### src/hw/rtl/scf_pkg.sv
package scf_pkg;

	localparam int unsigned STRIP_W  = 10;
	localparam int unsigned SIGNAL_W = 16;
	localparam int unsigned MAG_W    = 15;
	localparam int unsigned NOISE_W  = 12;
	localparam int unsigned NSIG_W   = 4;
	localparam int unsigned THR_W    = 16;
	localparam int unsigned ENERGY_W = 25;
	localparam int unsigned WEIGHT_W = 35;
	localparam int unsigned PROD_W   = 25;
	localparam int unsigned SIZE_W   = 11;
	localparam int unsigned COG_W    = 18;
	localparam int unsigned COG_FRAC = 8;
	localparam int unsigned IN_DATA_W  = 40;
	localparam int unsigned IN_USER_W  = 2;
	localparam int unsigned OUT_DATA_W = 56;

	localparam logic [NSIG_W-1:0] NSIGMA_RESET = 4'd6;

	// action codes of an input request
	localparam logic ACTION_SAMPLE = 1'b0;
	localparam logic ACTION_END    = 1'b1;

	typedef struct packed {
		logic capture;
		logic eval;
		logic start;
		logic accum;
		logic clear;
		logic div_load;
		logic div_step;
		logic rec_empty;
		logic out_load;
	} cmd_t;

	typedef struct packed {
		logic is_end;
		logic hit;
		logic open;
		logic near;
		logic div_done;
		logic out_free;
	} sts_t;

endpackage

### src/hw/rtl/scf_div.sv
module scf_div (
	input  logic                          clk,
	input  logic                          arst_n,
	input  logic                          load,
	input  logic                          step,
	input  logic [scf_pkg::WEIGHT_W-1:0]  weight,
	input  logic [scf_pkg::ENERGY_W-1:0]  energy,
	output logic [scf_pkg::COG_W-1:0]     quotient,
	output logic                          done
);
	import scf_pkg::*;

	localparam int unsigned CNT_W = $clog2(COG_W + 1);
	localparam int unsigned LOW_W = COG_W - COG_FRAC;

	logic [ENERGY_W-1:0] rem_q;
	logic [ENERGY_W-1:0] den_q;
	logic [COG_W-1:0]    dvd_q;
	logic [COG_W-1:0]    quo_q;
	logic [CNT_W-1:0]    cnt_q;
	logic                ovf;
	logic [ENERGY_W:0]   trial;
	logic                fits;

	// quotient of (weight * 256) / energy saturates once weight >= energy * 1024
	assign ovf   = weight >= {energy, LOW_W'(0)};
	assign trial = {rem_q, dvd_q[COG_W-1]};
	assign fits  = trial >= {1'b0, den_q};

	always_ff @(posedge clk or negedge arst_n) begin
		if (!arst_n) begin
			cnt_q <= '0;
		end else if (load) begin
			cnt_q <= ovf ? '0 : CNT_W'(COG_W);
		end else if (step && cnt_q != '0) begin
			cnt_q <= cnt_q - 1'b1;
		end
	end

	always_ff @(posedge clk) begin
		if (load) begin
			den_q <= energy;
			rem_q <= weight[WEIGHT_W-1 -: ENERGY_W];
			dvd_q <= {weight[WEIGHT_W-ENERGY_W-1:0], COG_FRAC'(0)};
			quo_q <= ovf ? '1 : '0;
		end else if (step && cnt_q != '0) begin
			rem_q <= fits ? ENERGY_W'(trial - {1'b0, den_q}) : trial[ENERGY_W-1:0];
			dvd_q <= {dvd_q[COG_W-2:0], 1'b0};
			quo_q <= {quo_q[COG_W-2:0], fits};
		end
	end

	assign quotient = quo_q;
	assign done     = cnt_q == '0;

endmodule

### src/hw/rtl/scf_dp.sv
module scf_dp #(
	parameter int unsigned STRIP_COUNT = 1024
) (
	input  logic                            clk,
	input  logic                            arst_n,
	input  scf_pkg::cmd_t                   cmd,
	output scf_pkg::sts_t                   sts,
	input  logic                            cfg_valid,
	input  logic [scf_pkg::NSIG_W-1:0]      cfg_data,
	input  logic [scf_pkg::IN_DATA_W-1:0]   s_tdata,
	input  logic [scf_pkg::IN_USER_W-1:0]   s_tuser,
	output logic                            m_tvalid,
	input  logic                            m_tready,
	output logic [scf_pkg::OUT_DATA_W-1:0]  m_tdata,
	output logic                            m_tuser,
	output logic                            m_tlast
);
	import scf_pkg::*;

	logic [NSIG_W-1:0]   nsig_q;
	logic                act_q, good_q;
	logic [STRIP_W-1:0]  strip_q;
	logic [SIGNAL_W-1:0] sig_q;
	logic [NOISE_W-1:0]  noise_q;

	logic                hit_q, near_q;
	logic [MAG_W-1:0]    mag_q;
	logic [PROD_W-1:0]   prod_q;

	logic                open_q;
	logic [STRIP_W-1:0]  last_q;
	logic [ENERGY_W-1:0] esum_q;
	logic [WEIGHT_W-1:0] wsum_q;
	logic [SIZE_W-1:0]   size_q;

	logic [ENERGY_W-1:0] rec_e_q;
	logic [SIZE_W-1:0]   rec_n_q;
	logic                rec_valid_q, rec_last_q;

	logic                mvalid_q, mvalidbit_q, mlast_q;
	logic [OUT_DATA_W-1:0] mdata_q;

	logic [THR_W-1:0]    thr;
	logic                strip_ok, hit, near;
	logic [STRIP_W:0]    sa, sb;
	logic [ENERGY_W:0]   e_add;
	logic [WEIGHT_W:0]   w_add;
	logic [COG_W-1:0]    quo;
	logic                div_done;
	logic [COG_W-1:0]    cog;

	assign thr      = THR_W'(nsig_q) * THR_W'(noise_q);
	assign strip_ok = 32'(strip_q) < 32'(STRIP_COUNT);
	assign hit      = good_q && strip_ok &&
	                  ($signed({sig_q[SIGNAL_W-1], sig_q}) > $signed({1'b0, thr}));
	assign sa       = {1'b0, strip_q};
	assign sb       = {1'b0, last_q};
	assign near     = (sa == sb) || (sa == sb + 1'b1) || (sb == sa + 1'b1);
	assign e_add    = {1'b0, esum_q} + (ENERGY_W+1)'(mag_q);
	assign w_add    = {1'b0, wsum_q} + (WEIGHT_W+1)'(prod_q);

	always_ff @(posedge clk or negedge arst_n) begin
		if (!arst_n) begin
			nsig_q <= NSIGMA_RESET;
		end else if (cfg_valid) begin
			nsig_q <= cfg_data;
		end
	end

	always_ff @(posedge clk) begin
		if (cmd.capture) begin
			act_q   <= s_tuser[0];
			good_q  <= s_tuser[1];
			strip_q <= s_tdata[STRIP_W-1:0];
			sig_q   <= s_tdata[STRIP_W +: SIGNAL_W];
			noise_q <= s_tdata[STRIP_W+SIGNAL_W +: NOISE_W];
		end
		if (cmd.eval) begin
			hit_q  <= hit;
			near_q <= near;
			mag_q  <= sig_q[MAG_W-1:0];
			prod_q <= PROD_W'(strip_q) * PROD_W'(sig_q[MAG_W-1:0]);
		end
	end

	always_ff @(posedge clk or negedge arst_n) begin
		if (!arst_n) begin
			open_q <= 1'b0;
		end else if (cmd.start) begin
			open_q <= 1'b1;
		end else if (cmd.clear) begin
			open_q <= 1'b0;
		end
	end

	always_ff @(posedge clk) begin
		if (cmd.start) begin
			last_q <= strip_q;
			esum_q <= ENERGY_W'(mag_q);
			wsum_q <= WEIGHT_W'(prod_q);
			size_q <= SIZE_W'(1);
		end else if (cmd.accum) begin
			last_q <= strip_q;
			esum_q <= e_add[ENERGY_W] ? '1 : e_add[ENERGY_W-1:0];
			wsum_q <= w_add[WEIGHT_W] ? '1 : w_add[WEIGHT_W-1:0];
			size_q <= (size_q == '1) ? size_q : size_q + 1'b1;
		end
	end

	scf_div u_div (
		.clk      (clk),
		.arst_n   (arst_n),
		.load     (cmd.div_load),
		.step     (cmd.div_step),
		.weight   (wsum_q),
		.energy   (esum_q),
		.quotient (quo),
		.done     (div_done)
	);

	always_ff @(posedge clk) begin
		if (cmd.div_load) begin
			rec_e_q     <= esum_q;
			rec_n_q     <= size_q;
			rec_valid_q <= 1'b1;
			rec_last_q  <= act_q == ACTION_END;
		end else if (cmd.rec_empty) begin
			rec_e_q     <= '0;
			rec_n_q     <= '0;
			rec_valid_q <= 1'b0;
			rec_last_q  <= 1'b1;
		end
	end

	assign cog = rec_valid_q ? quo : '0;

	always_ff @(posedge clk or negedge arst_n) begin
		if (!arst_n) begin
			mvalid_q <= 1'b0;
		end else if (cmd.out_load) begin
			mvalid_q <= 1'b1;
		end else if (m_tready) begin
			mvalid_q <= 1'b0;
		end
	end

	always_ff @(posedge clk) begin
		if (cmd.out_load) begin
			mdata_q     <= OUT_DATA_W'({cog, rec_n_q, rec_e_q});
			mvalidbit_q <= rec_valid_q;
			mlast_q     <= rec_last_q;
		end
	end

	assign m_tvalid = mvalid_q;
	assign m_tdata  = mdata_q;
	assign m_tuser  = mvalidbit_q;
	assign m_tlast  = mlast_q;

	assign sts.is_end   = act_q == ACTION_END;
	assign sts.hit      = hit_q;
	assign sts.open     = open_q;
	assign sts.near     = near_q;
	assign sts.div_done = div_done;
	assign sts.out_free = !mvalid_q || m_tready;

endmodule

### src/hw/rtl/scf_ctrl.sv
module scf_ctrl (
	input  logic           clk,
	input  logic           arst_n,
	input  logic           s_tvalid,
	output logic           s_tready,
	input  scf_pkg::sts_t  sts,
	output scf_pkg::cmd_t  cmd
);
	import scf_pkg::*;

	typedef enum logic [2:0] {
		ST_IDLE,
		ST_EVAL,
		ST_DECIDE,
		ST_DIV,
		ST_OUT
	} state_t;

	state_t state_q;

	always_ff @(posedge clk or negedge arst_n) begin
		if (!arst_n) begin
			state_q <= ST_IDLE;
		end else begin
			case (state_q)
				ST_IDLE: begin
					if (s_tvalid) state_q <= ST_EVAL;
				end
				ST_EVAL: state_q <= ST_DECIDE;
				ST_DECIDE: begin
					if (sts.is_end) begin
						state_q <= sts.open ? ST_DIV : ST_OUT;
					end else if (sts.hit && sts.open && !sts.near) begin
						state_q <= ST_DIV;
					end else begin
						state_q <= ST_IDLE;
					end
				end
				ST_DIV: begin
					if (sts.div_done) state_q <= ST_OUT;
				end
				ST_OUT: begin
					if (sts.out_free) state_q <= ST_IDLE;
				end
				default: state_q <= ST_IDLE;
			endcase
		end
	end

	assign s_tready = state_q == ST_IDLE;

	always_comb begin
		cmd = '0;
		case (state_q)
			ST_IDLE: cmd.capture = s_tvalid;
			ST_EVAL: cmd.eval = 1'b1;
			ST_DECIDE: begin
				if (sts.is_end) begin
					cmd.div_load  = sts.open;
					cmd.rec_empty = !sts.open;
					cmd.clear     = 1'b1;
				end else if (sts.hit) begin
					if (!sts.open) begin
						cmd.start = 1'b1;
					end else if (sts.near) begin
						cmd.accum = 1'b1;
					end else begin
						cmd.div_load = 1'b1;
						cmd.start    = 1'b1;
					end
				end
			end
			ST_DIV: cmd.div_step = !sts.div_done;
			ST_OUT: cmd.out_load = sts.out_free;
			default: cmd = '0;
		endcase
	end

endmodule

### src/hw/rtl/strip_cluster_finder_cog.sv
// sequence: each request is captured in idle, evaluated, then decided; a request with no
// record goes back to idle, one that closes a cluster runs the bit-serial divider and then
// hands its record to the output register, an empty end record goes straight to that register;
// s_tready is high only in idle, so a new request waits until the last one is through
// reset: arst_n asynchronous active low, clears the fsm, the open cluster and the output
// valid, and loads nsigma_multiplier with 6
module strip_cluster_finder_cog #(
	parameter int unsigned STRIP_COUNT = 1024
) (
	input  logic                            clk,
	input  logic                            arst_n,
	// configuration: nsigma_multiplier
	input  logic                            cfg_valid,
	output logic                            cfg_ready,
	input  logic [scf_pkg::NSIG_W-1:0]      cfg_data,
	// input requests
	input  logic                            s_tvalid,
	output logic                            s_tready,
	// [9:0] strip_index, [25:10] strip_signal, [37:26] noise_sigma, [39:38] zero
	input  logic [scf_pkg::IN_DATA_W-1:0]   s_tdata,
	// [0] action, [1] strip_good
	input  logic [scf_pkg::IN_USER_W-1:0]   s_tuser,
	// cluster records
	output logic                            m_tvalid,
	input  logic                            m_tready,
	// [24:0] energy_total, [35:25] member_total, [53:36] cluster_cog, [55:54] zero
	output logic [scf_pkg::OUT_DATA_W-1:0]  m_tdata,
	// [0] cluster_valid
	output logic                            m_tuser,
	// event_last
	output logic                            m_tlast
);
	import scf_pkg::*;

	cmd_t cmd;
	sts_t sts;

	// the threshold register can always take a write
	assign cfg_ready = 1'b1;

	// fsm: idle, evaluate the sample, decide, run the divider, hand the record to the
	// output register (which frees the fsm while the record waits for m_tready)
	scf_ctrl u_ctrl (
		.clk      (clk),
		.arst_n   (arst_n),
		.s_tvalid (s_tvalid),
		.s_tready (s_tready),
		.sts      (sts),
		.cmd      (cmd)
	);

	// datapath: hit test, neighbor test, saturating sums and the cog divider
	scf_dp #(
		.STRIP_COUNT (STRIP_COUNT)
	) u_dp (
		.clk       (clk),
		.arst_n    (arst_n),
		.cmd       (cmd),
		.sts       (sts),
		.cfg_valid (cfg_valid),
		.cfg_data  (cfg_data),
		.s_tdata   (s_tdata),
		.s_tuser   (s_tuser),
		.m_tvalid  (m_tvalid),
		.m_tready  (m_tready),
		.m_tdata   (m_tdata),
		.m_tuser   (m_tuser),
		.m_tlast   (m_tlast)
	);

endmodule
### config.mk
export PLATFORM = sky130hd
export DESIGN_NAME = strip_cluster_finder_cog
export DESIGN_NICKNAME = d
export VERILOG_FILES = /design/src/hw/rtl/scf_pkg.sv /design/src/hw/rtl/scf_div.sv /design/src/hw/rtl/scf_dp.sv /design/src/hw/rtl/scf_ctrl.sv /design/src/hw/rtl/strip_cluster_finder_cog.sv
export SDC_FILE = /design/constraint.sdc
export NUM_CORES = 1
export LEC_CHECK = 0
export ABC_AREA = 1
export BUFFER_PORTS_ARGS = -buffer_cell sky130_fd_sc_hd__buf_2
export CAP_MARGIN = 20
export CORE_AREA = 2 2 223 225
export CTS_CLUSTER_DIAMETER = 150
export DETAILED_ROUTE_END_ITERATION = 10
export DIE_AREA = 0 0 225 227
export GPL_TIMING_DRIVEN = 0
export PLACE_DENSITY = 0.75
export SYNTH_ARGS = -nofsm -noshare
export SYNTH_HDL_FRONTEND = slang
export SYNTH_SLANG_ARGS = --single-unit
### constraint.sdc
create_clock -name clk -period 12.58 [get_ports clk]
set_clock_uncertainty 0.1 [all_clocks]
set_input_delay 1.258 -clock clk [delete_from_list [all_inputs] [get_ports clk]]
set_output_delay 1.258 -clock clk [all_outputs]
set_load 0.05 [all_outputs]
Yosys cells after proc, flatten, opt, wreduce, memory -nomap -nowiden
Cells that the tools add are included.
{"block": "op_classes", "n_mux": 53, "bitwise": 1, "n_mul": 2, "n_lt_le_gt_ge": 3, "eq_ne": 11, "n_addsub": 7, "reduce_logical": 21}
{"operator": "$mux W25", "n": 8}
{"operator": "$mux W18", "n": 5}
{"operator": "$add A35 B25 Y36", "n": 1}
{"operator": "$ge A35 B35 Y1", "n": 1}
{"operator": "$mux W35", "n": 1}
{"operator": "$mux W15", "n": 2}
{"operator": "$add A25 B15 Y26", "n": 1}
{"operator": "$ge A26 B25 Y1", "n": 1}
{"operator": "$mul A10 B15 Y25", "n": 1}
{"operator": "$sub A25 B25 Y25", "n": 1}
{"operator": "$add A10 B1 Y11 const B", "n": 2}
{"operator": "$eq A10 B11 Y1", "n": 2}
{"operator": "$mux W11", "n": 2}
{"operator": "$mux W1", "n": 20}
{"operator": "$mux W10", "n": 2}
{"operator": "$gt A16 B17 Y1", "n": 1}
{"operator": "$mul A4 B12 Y16", "n": 1}
{"operator": "$mux W3", "n": 5}
{"operator": "$mux W5", "n": 3}
{"operator": "$pmux W3 S5", "n": 1}
{"operator": "$add A11 B1 Y11 const B", "n": 1}
{"operator": "$eq A11 B11 Y1 const B", "n": 1}
{"operator": "$eq A10 B10 Y1", "n": 1}
{"operator": "$reduce_bool A2 Y1", "n": 5}
{"operator": "other kinds (17)", "n": 29}
{"block": "word_totals", "inputBits": 51, "regBits": 349, "elab_cells": 130, "out_inout_bits": 61}

Logic depth before layout (Yosys ltp)
{"block": "depth", "ltp_word": 7, "depth_mapped": 24}

By module
Synthesis repeated with hierarchy kept, for this count alone.
{"block": "hier_totals", "cells_unflattened": 3350, "hier_area_um2": 26910.8}
{"mod": "scf_dp", "cells_each": 2401, "n_inst": 1, "area_each_um2": 20208.1}
{"mod": "scf_div", "cells_each": 902, "n_inst": 1, "area_each_um2": 6433.7}
{"mod": "scf_ctrl", "cells_each": 45, "n_inst": 1, "area_each_um2": 257.7}
{"mod": "strip_cluster_finder_cog", "cells_each": 2, "n_inst": 1, "area_each_um2": 11.3}

Least setup slack after synthesis
OpenSTA, ideal clock, no wires.
{"block": "synth_path", "kind": "in2reg", "from": "in s_tvalid", "to": "reg u_dp.act_q (enable)", "setup_slack_ns": 6.846, "stages": 2, "arrival_time_ns": 5.096, "n_path_buf": 0, "path_cell_list": "inv_1 > nor4_1"}
{"element": "start: declaration", "line": "strip_cluster_finder_cog.sv:17", "source": "input logic s_tvalid,"}
{"element": "end signal: assignment", "line": "scf_dp.sv:72", "source": "act_q <= s_tuser[0];"}
{"element": "end: declaration", "line": "scf_dp.sv:21", "source": "logic act_q, good_q;"}

Worst setup path after layout
{"block": "layout_path", "from": "reg u_dp.strip_q[1]", "to": "reg u_dp.prod_q[20] (data pin)"}
{"block": "layout_via", "elab_chain_len": 1}
{"element": "start: declaration", "line": "scf_dp.sv:22", "source": "logic [STRIP_W-1:0] strip_q;"}
{"element": "start signal: assignment", "line": "scf_dp.sv:74", "source": "strip_q <= s_tdata[STRIP_W-1:0];"}
{"element": "$mul A10 B15 Y25", "line": "scf_dp.sv:82", "source": "prod_q <= PROD_W'(strip_q) * PROD_W'(sig_q[MAG_W-1:0]);"}
{"element": "end signal: assignment", "line": "scf_dp.sv:82"}
{"element": "end: declaration", "line": "scf_dp.sv:28", "source": "logic [PROD_W-1:0] prod_q;"}
No other way between the ends.
A chain may end at the register's enable or synchronous reset.

==> metrics.cfg <==
[clocking]
numCtsBuffers=38
htreeDepth=2
cts_root_buf=clkbuf_16
postCtsResizedCells=0
cts.sink_count=349
tritoncts=built
cts.hold.buffers_added=0
post-cts-setup-buffer-count=0
cts.reportedPaths.clkPinSlew_ns=0.06
worst_skew_pair_latency_ns=0.56
maximum_root_to_sink_buffer_count=3

[grt]
met3_usage_pct=3.01
global_route.usage.total_pct=26.0
antenna_found_initial=0
grt_most_used_layer=met2
global_route_wire_length_before_repair_mm=105
grt_util_met1_pct=34.8
grt_overflow=0
grt_pass1_vias=20200
global_route.usage.met2_pct=43.9
maximum_number_of_pins_on_one_net_before_global_route_repair=43

[logic_synthesis]
ys_top_cells_by_area=edfxtp_1 (34%), nand2_1 (14%), fa_1 (9.5%)
synth_ff_type=edfxtp_1
synth-edff-count=303
synth_top_area_share_pct=34.5
syn-instance-count=3265
synthTopCellsByCount=nand2_1 (963), inv_1 (647), edfxtp_1 (303)
syn-cell-area_mm2=0.0264
synth_cell_type_count=55
async_reset_ff_share_pct=4.01
synth_area_leader_cell=edfxtp_1
synth_seq_cells=349
synth_warnings=0
synthMostInstantiatedCell=nand2_1
synth-seq-area-share_pct=38.2
post_synthesis_mean_instance_area_um2=8.08

[setup_path]
crit_path_end_kind=flip-flop
crit_type=flip-flop to flip-flop
worst-endpoint-arrival_ns=6.20
startpoint_type=flip-flop
critPathRequiredTime_ns=12.77
worst-path-max-fanout=10

[placed_design]
setup_slack_placement_ns=6.63
finalWeightedCongestion=0.986
place_hpwl_mm=51.4
port-buffer-count=106

[timing]
period_share_pct=47.7
setup_repair_after_global_routing_missed_its_margin=false
tns_setup_ns=0
timing.final.setup_violations=0
final_critical_path_setup_slack_ns=6.58
max_clk_rate_ghz=0.167
number_of_pins_exceeding_their_max_slew_limit_in_the_final_report=0
fin_worst_hold_slack_ns=0.310
tightestPinTransition_ns=0.879
hold_viol_final=0
finalCriticalPeriod_ns=6.00
maxSlewHeadroom_pct=41.4

[final_layout]
finish.utilization_pct=60.0
finish.net_count=3790
flow.area_growth_from_synthesis_pct=10.4
layout.filler_cells=4242
seqCellArea_mm2=0.0101
antenna_cells_inserted=0
multiInputGateArea_mm2=0.0135
final_layout_size_suffix_gt1_share_pct=7.30

[detailed_routing]
first_pass_iters=5
wl_per_cell_um=16.0
routed_wl_mm=65.1
ant_nets=0
routed-via-count=21300
first_iter_violations=1715
post-route-drc-count=0
drt-vias-per-instance=5.23

[status]
status=complete, no violations

[floorplan]
initial_core_util_pct=54.4
core_region_area_mm2=0.0485
die_width_um=225
floorplan.rows=81
die_height_um=227
num_io_pins=112
die_area_mm2=0.0511

[flow_run]
max-cap-violations=0

[hold_path]
hold_path.class=flip-flop to flip-flop

cell usage in the layout, fill, tap and decap left out, types with 11 or more instances in the layout:
cell / n
inv_1: 646
clkbuf_16: 38
nand3b_1: 12
a31oi_1: 15
buf_2: 132
ha_1: 192
nand3_1: 160
buf_1: 11
edfxtp_1: 303
clkbuf_1: 45
xnor2_1: 49
nor2_1: 246
nor3_1: 33
fa_1: 125
dfxtp_1: 32
nand4_1: 63
o21ai_0: 59
xor2_1: 42
a21oi_1: 132
dfrtp_1: 12
nand2_1: 962
o21bai_1: 16
flip-flops by register name, indices dropped and copies added (netlist names), 3 cells and up:
name                 count
u_dp.nsig_q              4
u_dp.wsum_q             35
u_dp.mag_q              15
u_dp.u_div.dvd_q        10
u_dp.u_div.cnt_q         5
u_dp.u_div.quotient     18
u_dp.m_tdata            54
u_dp.prod_q             25
u_dp.u_div.den_q        25
u_dp.size_q             11
u_dp.rec_e_q            25
u_dp.rec_n_q            11
u_dp.strip_q            10
u_dp.last_q             10
u_ctrl.state_q           3
u_dp.sig_q              16
u_dp.u_div.rem_q        25
u_dp.noise_q            12
u_dp.esum_q             25
stage by stage:
step | instance area, µm² | instances
final | 29100 | 4074
after detailed placement | 27900 | 4004
after global placement | 27700 | 3994
after floorplan | 26400 | 3266
after global routing | 29100 | 4074
after CTS | 29100 | 4074
layout make-up:
class,instances,share of cell area (%)
Multi-Input combinational cell,2186,46.4
Sequential cell,349,34.6
Inverter,650,8.38
Clock buffer,46,3.37
Tap cell,622,2.67
Timing Repair Buffer,116,2.27
Buffer,81,1.28
Clock inverter,24,0.984
final timing paths:
kind	end	slack (ns)	startpoint	depth (start not counted)
max in group asynchronous	u_dp.nsig_q[2]$_DFFE_PN1P_	11.60	arst_n	1
min	u_dp.m_tdata[25]$_DFFE_PP_	0.31	u_dp.rec_n_q[0]$_SDFFCE_PN0P_	0
min reg2reg	u_dp.m_tdata[25]$_DFFE_PP_	0.31	u_dp.rec_n_q[0]$_SDFFCE_PN0P_	0
max	u_dp.prod_q[20]$_DFFE_PP_	6.58	u_dp.strip_q[1]$_DFFE_PP_	18
max reg2reg	u_dp.prod_q[20]$_DFFE_PP_	6.58	u_dp.strip_q[1]$_DFFE_PP_	18
min in group asynchronous	u_dp.u_div.cnt_q[4]$_DFFE_PN0P_	0.49	arst_n	1
worst max-delay path: stages (launching register included):
cell	delay, ns
edfxtp_1	0.41
clkbuf_1	0.54
buf_1	0.47
nand2_1	0.13
fa_1	0.51
inv_1	0.05
fa_1	0.49
inv_1	0.05
fa_1	0.46
fa_1	0.55
inv_1	0.06
fa_1	0.47
ha_1	0.39
a21oi_1	0.27
o21ai_0	0.16
a21oi_1	0.24
nand2_1	0.13
a21oi_1	0.17
xnor2_1	0.09
logic make-up after synthesis:
group / share of synthesized area, %
flip-flops: 38.2
adder cells (fa/ha/maj): 18.6
other: 0.0285
buffers and inverters: 10.7
AO/OA/AOI/OAI: 5.20
multiplexers: 0.171
AND/OR/NAND/NOR: 24.1
XOR/XNOR: 3.02
routing by layer:
layer / up-vias / routed length [µm]
li1: 10600 / -
met1: 9887 / 28400
met2: 662 / 30400
met3: 125 / 3920
met4: 0 / 2290
met5: - / 0
Power is left out: the tool's default activity adds up to more than one toggle a clock period on the data nets, which glitch-free logic cannot reach.
